File: config.mk
export PLATFORM = sky130hd
export DESIGN_NAME = multi_channel_pulse_blinker_top
export DESIGN_NICKNAME = d
export VERILOG_FILES = /design/src/sv/mcpb_pkg.sv /design/src/sv/mcpb_ram.sv /design/src/sv/multi_channel_pulse_blinker_top.sv
export SDC_FILE = /design/constraint.sdc
export NUM_CORES = 1
export LEC_CHECK = 0
export BUFFER_PORTS_ARGS = -buffer_cell sky130_fd_sc_hd__buf_2
export CAP_MARGIN = 10
export CORE_MARGIN = 2
export CORE_UTILIZATION = 58
export CTS_CLUSTER_SIZE = 20
export DETAILED_ROUTE_END_ITERATION = 8
export PLACE_DENSITY = 0.8
export SYNTH_ARGS = -nofsm -noshare
export SYNTH_HDL_FRONTEND = slang
export SYNTH_HIERARCHICAL = 1
export SYNTH_SLANG_ARGS = --single-unit
File: constraint.sdc
create_clock -name clk -period 10.3 [get_ports clk]
set_clock_uncertainty 0.15 [all_clocks]
set_input_delay 3.09 -clock clk [delete_from_list [all_inputs] [get_ports clk]]
set_output_delay 3.09 -clock clk [all_outputs]
set_load 0.02 [all_outputs]
File: src/sv/mcpb_pkg.sv
package mcpb_pkg;

	localparam int CHANNELS = 8;
	localparam int CH_W = (CHANNELS > 1) ? $clog2(CHANNELS) : 1;
	localparam int REPORTED = (CHANNELS < 8) ? CHANNELS : 8;

	// Channel count and report count in widths that compare against indexes.
	localparam logic [6:0] CHAN_L = 7'(CHANNELS);
	localparam logic [CH_W:0] REP_L = (CH_W + 1)'(REPORTED);

	localparam logic [15:0] DEFAULT_PERIOD_MS = 16'd500;
	localparam logic [15:0] DEFAULT_ON_MS = DEFAULT_PERIOD_MS / 2;
	localparam logic [9:0] DEFAULT_TICK_MS = 10'd10;

	typedef enum logic [2:0] {
		KIND_TICK = 3'd0,
		KIND_SET = 3'd1,
		KIND_START = 3'd2,
		KIND_STOP = 3'd3,
		KIND_CONFIG = 3'd4
	} kind_t;

	// One channel record as kept in the channel memory. The low-phase length
	// is stored directly so a tick does not need to subtract it out.
	typedef struct packed {
		logic steady;
		logic pin;
		logic phase_high;
		logic [15:0] pulses;
		logic [31:0] phase_start;
		logic [15:0] high_ms;
		logic [15:0] low_ms;
	} chan_rec_t;

	localparam int REC_W = $bits(chan_rec_t);

	localparam chan_rec_t RESET_REC = '{
		steady: 1'b0,
		pin: 1'b0,
		phase_high: 1'b0,
		pulses: 16'd0,
		phase_start: 32'd0,
		high_ms: DEFAULT_ON_MS,
		low_ms: DEFAULT_PERIOD_MS - DEFAULT_ON_MS
	};

	// Moves one channel forward to the time now.
	function automatic chan_rec_t advance(chan_rec_t rec, logic [31:0] now);
		chan_rec_t r;
		logic [15:0] dur;
		logic [15:0] dec;
		r = rec;
		dur = rec.phase_high ? rec.high_ms : rec.low_ms;
		dec = rec.pulses - 16'd1;
		if (rec.pulses != 16'd0 && (now - rec.phase_start) >= {16'd0, dur}) begin
			r.phase_start = now;
			if (!rec.phase_high && !rec.pulses[15] && dec == 16'd0) begin
				r.pulses = dec;
				r.pin = rec.steady;
			end else begin
				if (!rec.phase_high && !rec.pulses[15]) begin
					r.pulses = dec;
				end
				r.phase_high = !rec.phase_high;
				r.pin = !rec.phase_high;
			end
		end
		return r;
	endfunction

endpackage

File: src/sv/mcpb_ram.sv
module mcpb_ram #(
	parameter int WIDTH = 8,
	parameter int DEPTH = 8
) (
	input logic clk,
	input logic we,
	input logic [((DEPTH > 1) ? $clog2(DEPTH) : 1)-1:0] waddr,
	input logic [WIDTH-1:0] wdata,
	input logic [((DEPTH > 1) ? $clog2(DEPTH) : 1)-1:0] raddr,
	output logic [WIDTH-1:0] rdata
);

	logic [WIDTH-1:0] mem [DEPTH];

	always_ff @(posedge clk) begin
		if (we) begin
			mem[waddr] <= wdata;
		end
		rdata <= mem[raddr];
	end

endmodule

File: src/sv/multi_channel_pulse_blinker_top.sv
// Channel   Signals                                                   Handshake
// request   start, kind, channel, level, pulse_total, period_ms,      start & !busy
//           on_time_ms
// result    out_channel, pin_level, pulsing, status, last             done, one cycle
// config    cfg_data                                                  cfg_valid & cfg_ready
//
// A non-tick request reads its record into the memory's read register; its result is
// then registered with done. A tick reads the memory once per cycle and writes
// each record back the cycle after its read, so results stream one per cycle.
// Reset clears time and the per-channel valid bits and restores the default tick
// period; records that were never written read as their default values.
// Results cannot be stalled.
module multi_channel_pulse_blinker_top (
	input logic clk,
	input logic arst_n,
	input logic start,
	output logic busy,
	input logic [2:0] kind,
	input logic [2:0] channel,
	input logic level,
	input logic signed [15:0] pulse_total,
	input logic [15:0] period_ms,
	input logic [15:0] on_time_ms,
	input logic cfg_valid,
	output logic cfg_ready,
	input logic [9:0] cfg_data,
	output logic done,
	output logic [2:0] out_channel,
	output logic pin_level,
	output logic pulsing,
	output logic status,
	output logic last
);

	typedef enum logic {
		ST_IDLE,
		ST_SWEEP
	} state_t;

	state_t state_q;
	logic accept;
	logic [9:0] tick_ms_q;
	logic [31:0] time_q;
	logic [2:0] kind_q;
	logic [2:0] chan_q;
	logic level_q;
	logic [15:0] count_q;
	logic [15:0] period_q;
	logic [15:0] on_q;
	logic [mcpb_pkg::CH_W-1:0] rd_idx_q;
	logic [mcpb_pkg::CHANNELS-1:0] valid_q;

	logic vld_s1;
	logic present_s1;
	logic [mcpb_pkg::CH_W-1:0] idx_s1;

	logic [mcpb_pkg::CH_W-1:0] raddr;
	logic [mcpb_pkg::REC_W-1:0] rdata;
	logic we;
	mcpb_pkg::chan_rec_t cur_rec;
	mcpb_pkg::chan_rec_t new_rec;
	logic new_status;
	logic report;
	logic report_last;

	assign accept = start && !busy;
	assign busy = (state_q != ST_IDLE) || vld_s1;
	assign cfg_ready = 1'b1;

	always_comb begin
		if (state_q == ST_SWEEP) begin
			raddr = rd_idx_q;
		end else if (kind == mcpb_pkg::KIND_TICK) begin
			raddr = '0;
		end else begin
			raddr = mcpb_pkg::CH_W'(channel);
		end
	end

	mcpb_ram #(
		.WIDTH(mcpb_pkg::REC_W),
		.DEPTH(mcpb_pkg::CHANNELS)
	) u_ram (
		.clk(clk),
		.we(we),
		.waddr(idx_s1),
		.wdata(new_rec),
		.raddr(raddr),
		.rdata(rdata)
	);

	// Read, modify and write back one channel record.
	always_comb begin
		cur_rec = valid_q[idx_s1] ? mcpb_pkg::chan_rec_t'(rdata) : mcpb_pkg::RESET_REC;
		new_rec = cur_rec;
		new_status = 1'b0;
		case (kind_q)
			mcpb_pkg::KIND_TICK: begin
				new_rec = mcpb_pkg::advance(cur_rec, time_q);
			end
			mcpb_pkg::KIND_SET: begin
				if (cur_rec.pulses == 16'd0) begin
					new_rec.pin = level_q;
				end
				new_rec.steady = level_q;
			end
			mcpb_pkg::KIND_START: begin
				new_rec.pulses = count_q;
				new_rec.phase_high = 1'b1;
				new_rec.phase_start = time_q;
				new_rec.pin = 1'b1;
			end
			mcpb_pkg::KIND_STOP: begin
				new_rec.pulses = 16'd0;
				new_rec.pin = cur_rec.steady;
			end
			mcpb_pkg::KIND_CONFIG: begin
				if (on_q != 16'd0 && on_q < period_q) begin
					new_rec.high_ms = on_q;
					new_rec.low_ms = period_q - on_q;
				end else begin
					new_status = 1'b1;
				end
			end
			default: begin
				new_rec = cur_rec;
			end
		endcase
	end

	assign we = vld_s1 && present_s1;

	always_comb begin
		if (kind_q == mcpb_pkg::KIND_TICK) begin
			report = {1'b0, idx_s1} < mcpb_pkg::REP_L;
			report_last = {1'b0, idx_s1} == (mcpb_pkg::REP_L - 1'b1);
		end else begin
			report = 1'b1;
			report_last = 1'b1;
		end
	end

	always_ff @(posedge clk or negedge arst_n) begin
		if (!arst_n) begin
			state_q <= ST_IDLE;
			tick_ms_q <= mcpb_pkg::DEFAULT_TICK_MS;
			time_q <= 32'd0;
			valid_q <= '0;
			vld_s1 <= 1'b0;
			done <= 1'b0;
		end else begin
			if (cfg_valid && cfg_ready) begin
				tick_ms_q <= cfg_data;
			end
			vld_s1 <= 1'b0;
			case (state_q)
				ST_IDLE: begin
					if (accept) begin
						vld_s1 <= 1'b1;
						if (kind == mcpb_pkg::KIND_TICK) begin
							time_q <= time_q + {22'd0, tick_ms_q};
							if (mcpb_pkg::CHANNELS > 1) begin
								state_q <= ST_SWEEP;
							end
						end
					end
				end
				ST_SWEEP: begin
					vld_s1 <= 1'b1;
					if (rd_idx_q == mcpb_pkg::CH_W'(mcpb_pkg::CHANNELS - 1)) begin
						state_q <= ST_IDLE;
					end
				end
				default: begin
					state_q <= ST_IDLE;
				end
			endcase
			if (we) begin
				valid_q[idx_s1] <= 1'b1;
			end
			done <= vld_s1 && report;
		end
	end

	// Payload registers: request fields, sweep index, stage 1 tags and result.
	always_ff @(posedge clk) begin
		if (accept) begin
			kind_q <= kind;
			chan_q <= channel;
			level_q <= level;
			count_q <= pulse_total;
			period_q <= period_ms;
			on_q <= on_time_ms;
			rd_idx_q <= mcpb_pkg::CH_W'(1);
			idx_s1 <= raddr;
			present_s1 <= (kind == mcpb_pkg::KIND_TICK) || ({4'd0, channel} < mcpb_pkg::CHAN_L);
		end else if (state_q == ST_SWEEP) begin
			rd_idx_q <= rd_idx_q + 1'b1;
			idx_s1 <= rd_idx_q;
		end
		if (kind_q == mcpb_pkg::KIND_TICK) begin
			out_channel <= 3'(idx_s1);
		end else begin
			out_channel <= chan_q;
		end
		pin_level <= present_s1 && new_rec.pin;
		pulsing <= present_s1 && (new_rec.pulses != 16'd0);
		status <= present_s1 && new_status;
		last <= report_last;
	end

	// The sweep keeps the memory pipeline full until the last channel.
	assert property (@(posedge clk) disable iff (!arst_n)
		(state_q == ST_SWEEP) |=> vld_s1)
		else $error("sweep left a gap in the read pipeline");

	// Results of one request come back to back, ending with last.
	assert property (@(posedge clk) disable iff (!arst_n)
		(done && !last) |=> done)
		else $error("result stream broke before last");

	// A newly accepted request never sees a result in the next cycle.
	assert property (@(posedge clk) disable iff (!arst_n)
		accept |=> !done)
		else $error("result appeared one cycle after acceptance");

	// Only a rejected timing configuration reports a nonzero status.
	assert property (@(posedge clk) disable iff (!arst_n)
		(done && status) |-> (kind_q == mcpb_pkg::KIND_CONFIG))
		else $error("status set on a request other than configure");

endmodule

**Yosys cells after proc, flatten, opt, wreduce, memory -nomap -nowiden**

Memories as Yosys holds them, arrays and structs flattened. A register that Yosys moved wholly into a read port is not among the register bits.
Cells that the tools add are included.

- Memories kept: 1
- Word-level logic and storage cells: 89
- Output and inout port bits: 10
- Memory bits (writable): 664
- Register bits after elaboration: 121
- Input bits: 69

Memories:

| name | depth | bits a word | rd ports | clocked after memory_dff | write ports | line | source |
|---|---|---|---|---|---|---|---|
| u_ram.mem | 8 | 83 | 1 | 1 | 1 | mcpb_ram.sv:13 | `logic [WIDTH-1:0] mem [DEPTH];` |

- Magnitude comparators: 4
- $add $sub $neg: 5
- Bitwise operators: 2
- Reduce and logical (&&, ||, !) cells: 19
- Muxes and demuxes: 33
- Eq/ne operators: 6

Operator list:

| cell | number |
|---|---|
| 83-bit two-way mux | 1 |
| 32-bit two-way mux | 2 |
| 32-bit one-hot mux with 2 select lines | 1 |
| 50-bit two-way mux | 1 |
| 16-bit two-way mux | 3 |
| 16-bit one-hot mux with 3 select lines | 1 |
| 16-bit nonzero test | 3 |
| 32-bit by 10-bit adder with 32-bit output | 1 |
| 32-bit by 16-bit >= comparator with 1-bit output | 1 |
| 16-bit zero test | 2 |
| 32-bit subtractor | 1 |
| 16-bit less-than comparator | 1 |
| 16-bit by 1-bit subtractor with 16-bit output, second input constant | 1 |
| 16-bit subtractor | 1 |
| 3-bit two-way mux | 5 |
| 1-bit two-way mux | 13 |
| 3-bit equality test, second input constant | 3 |
| 8-bit OR | 1 |
| 3-bit by 2-bit equality test with 1-bit output, second input constant | 2 |
| 1-bit logical AND | 6 |
| 3-bit zero test | 2 |
| 1-bit one-hot mux with 2 select lines | 3 |
| 3-bit by 4-bit less-than comparator with 1-bit output, second input constant | 1 |
| 1-bit one-hot mux with 4 select lines | 1 |
| 10 further kinds | 12 |

**Depth between registers and ports, before layout**

- Depth after elaboration: 10
- Mapped depth: 29
- Gate-level depth less buffers: 25

**Hierarchy**

Netlist, hierarchy kept.

By module, submodules not included:

| module | sequential area each (um2) | area an instance (um2) | times used | cells each |
|---|---|---|---|---|
| mcpb_ram | 21600.7 | 26630.5 | 1 | 1055 |
| multi_channel_pulse_blinker_top | 3270.6 | 10015.9 | 1 | 1197 |

**Worst setup path after synthesis**

No wires, ideal clock.

- Path kind: input -> register
- From: input start
- To: register time_q[31]
- Required time: 10071 ps
- Path buffers: 1
- Setup slack: 2916 ps
- Arrival: 7155 ps
- Library setup time: 79 ps
- Cell stages on the path: 8
- Cell sequence: inv_1 -> nor2_1 -> nand2_1 -> o21bai_1 -> or3_1 -> clkbuf_1 -> nor4_1 -> xor2_1

- Longest elaborated chain between the ends: 2

Ends and longest elaborated chain:

| element | line | source |
|---|---|---|
| start, declared | multi_channel_pulse_blinker_top.sv:16 | `input logic start,` |
| 1-bit logical AND | multi_channel_pulse_blinker_top.sv:66 | `assign accept = start && !busy;` |
| via accept | multi_channel_pulse_blinker_top.sv:41 | `logic accept;` |
| 3-bit AND reduction (no source line) | - |  |
| end signal, assigned | multi_channel_pulse_blinker_top.sv:161 | `time_q <= time_q + {22'd0, tick_ms_q};` |
| end, declared | multi_channel_pulse_blinker_top.sv:43 | `logic [31:0] time_q;` |

The timed path passes the listed nets, and every way through them passes these cells.
A chain may end at the register's enable or synchronous reset.

==> results.yml <==
setup_path:
  critical_path_class: "reg -> reg"
  cpMostUsedCell: "nand2_1"
  cpMaxStageDelayCell: "o21ai_0"
  path_max_fanout: 64
  startpoint_type: "flop"
  crit_chain: "mux4_2 -> nand2_1 -> and2_1 -> nor2b_1 -> ha_1 -> fa_1 -> nand2b_1 -> a21oi_1 -> o21ai_1 -> o21bai_1 -> nand2_1 -> a21oi_1 -> xor2_1 -> ha_1 -> a21o_2 -> a2111oi_2 -> nand4_1 -> or4b_1 -> or4_1 -> nand4b_1 -> nand2_1 -> a211oi_4 -> buf_4 -> o21ai_0"
  end_kind: "flop"
  r2r_slack_ps: 1860
  required_ps: 10450
  arrival_ps: 8600
  max_stage_delay_ps: 720
placement:
  detailed_place.area_um2: 37900
  dpl.cell_count: 3105
  place_hpwl_mm: 48.2
  numPortBuffers: 77
  gp_congestion: 0.907
power_and_ir_drop:
  p_sw_mw: 5.02
  p_leak_nw: 14.2
  p_int_mw: 9.38
  swShare: 0.348
  p_per_area_nw_per_um2: 352
  power_frac_comb: 0.367
  clock_power_share: 0.229
  vdd_drop_max_uv: 346
  p_seq_frac: 0.404
  finalPower_mw: 14.4
sta:
  period_share: 0.820
  hold_viol: 0
  min_period_ps: 8440
  rsz0062_at_grt: "false"
  setup_tns_ps: 0
  relSlewSlack: 0.293
  max_freq_mhz: 118
  report.final.slew_viol_count: 0
  worstMarginPinSlew_ps: 1060
  finalSetupViolCount: 0
routing:
  wl_mm: 82.2
  drc_errors: 0
  dr.pass1.iters: 6
  routedWlPerCell_um: 25.1
  num_vias: 20498
  viasPerCell: 6.27
  ant_nets: 0
  drt_iter0_markers: 2129
global_routing:
  grt_pass1_vias: 21377
  grt_max_degree: 141
  globalRouteTotalUtil: 0.255
  antenna_found_initial: 1
  grt_pass1_wl_mm: 127
  overflow: 0
finish:
  nNetsFinal: 2500
  drive_gt1_frac: 0.237
  final_cells: 3269
  final_util: 0.652
  final_cell_area_um2: 40900
  diodes: 0
  area_growth_pct: 11.7
synthesis:
  netlist_area_um2: 36600
  synth_top_area_frac: 0.592
  async_flop_share: 0.0611
  synth_commonest_cells: "722 x edfxtp_1, 196 x nand2_1, 168 x mux4_2, 108 x mux2_2, 106 x o21ai_0"
  ys_seq_area_frac: 0.679
  synth_flop_cell: "edfxtp_1"
  ys_ff_latch: 868
  yosys-top-cells-area: "edfxtp_1 59%, mux4_2 10%, dfxtp_1 5.1%"
  syn_area_per_cell_um2: 16.3
  synth_edf_count: 722
  yosysWarnings: 6
  syn_nets: 2404
  synth_area_leader_cell: "edfxtp_1"
  syn_inst: 2252
  synth.most_common_cell: "edfxtp_1"
  ys_types: 91
clock_tree:
  htree_levels: 3
  post_cts_resize_count: 0
  cts_buffer_depth: 3
  path_clk_slew_ps: 60
  clock_sinks: 868
  cts_buffers: 87
  cts_tree: "done"
  cts_setup_buffers: 0
  clock_latency_ps: 660
  cts_root_buf: "clkbuf_16"
  hold_buffers: 0
run:
  maxCapViolCount: 0
floorplan:
  core_um2: 62700
  die_height_um: 255
  initial_utilization: 0.584
  io_pins: 79
  die-area_um2: 65200
  die_w_um: 255
  fp-row-count: 92
min_path:
  hold_class: "reg -> reg"
status:
  status: "finished clean"
==> per-layer routing <==
layer,up-vias,part of all wire,track usage
li1,9012,-,-
met1,10497,0.41,0.347
met2,820,0.50,0.429
met3,169,0.066,0.0412
met4,0,0.027,0.0766
met5,-,0,0
==> stage by stage <==
step,hold WS [ps],setup WS (ps)
final,299,1860
after CTS,304,1980
after detailed placement,289,2050
after global placement,283,2390
after floorplan,266,2920
after global routing,338,1340
==> placed cells by master, fill, tap and decap left out, drive strengths merged, types with 32 or more instances in the layout <==
cell type	Yosys	routed
inv	56	58
buf	46	108
nor2	87	87
ha	80	80
o21ai	130	130
nand3	42	42
nand2	198	198
mux4	168	168
a21oi	68	68
clkinv	0	32
xnor2	41	41
dfxtp	93	93
edfxtp	722	722
clkbuf	55	113
mux2	109	109
dfrtp	51	51
==> sequential cells by signal, indices dropped and copies added, names as in the netlist, 3 cells and up <==
register     count
on_q            16
time_q          32
count_q         16
kind_q           3
idx_s1           3
rd_idx_q         3
u_ram/rdata     83
valid_q          8
tick_ms_q       10
chan_q           3
out_channel      3
period_q        16
u_ram/mem      664
==> layout make-up <==
cell class / count / area (µm²)
clock buffer: 113 / 2380
clock inverter: 51 / 679
fill: 4165 / 21800
inverter: 56 / 210
multi-input combinational: 1227 / 11100
sequential: 868 / 24900
tap: 846 / 1060
timing repair buffer: 108 / 643
==> worst max-delay path, delay by kind of cell (launching register included) <==
kind / cells / cell delay, ps
multiplexers: 1 / 580
flip-flops: 1 / 680
buffers and inverters: 1 / 360
adder cells (fa/ha/maj): 3 / 940
AO/OA/AOI/OAI: 8 / 2240
AND/OR/NAND/NOR: 10 / 2940
XOR/XNOR: 1 / 210
==> logic make-up after synthesis <==
group                    count (synthesis)  synth area share
flip-flops                             868             0.679
AND/OR/NAND/NOR                        465            0.0595
AO/OA/AOI/OAI                          335            0.0581
multiplexers                           283             0.138
buffers and inverters                  157            0.0219
adder cells (fa/ha/maj)                 83            0.0290
XOR/XNOR                                60            0.0143
other                                    1          0.000102
==> power groups by stage <==
| stage | Combinational [mW] | Sequential [mW] | Clock, mW |
|---|---|---|---|
| 3_5_place_dp | 5.23 | 5.86 | 0 |
| 3_3_place_gp | 5.06 | 5.81 | 0 |
| 4_1_cts | 5.29 | 5.81 | 3.35 |
| 2_1_floorplan | 3.92 | 5.73 | 0 |
| 6_report | 5.29 | 5.81 | 3.30 |
| 5_1_grt | 5.79 | 5.89 | 3.49 |
==> worst paths after layout <==
check / endpoint / cells after the start / startpoint
max: u_ram/mem[3][54]$_DFFE_PP_ / 24 / idx_s1[1]$_DFFE_PP_
min: out_channel[2]$_DFF_P_ / 2 / chan_q[2]$_DFFE_PP_
max reg2reg: u_ram/mem[3][54]$_DFFE_PP_ / 24 / idx_s1[1]$_DFFE_PP_
min reg2reg: out_channel[2]$_DFF_P_ / 2 / chan_q[2]$_DFFE_PP_
max in group asynchronous: time_q[5]$_DFFE_PN0P_ / 2 / arst_n
min in group asynchronous: time_q[28]$_DFFE_PN0P_ / 2 / arst_n
No activity file was read; power rests on OpenSTA's default activity.
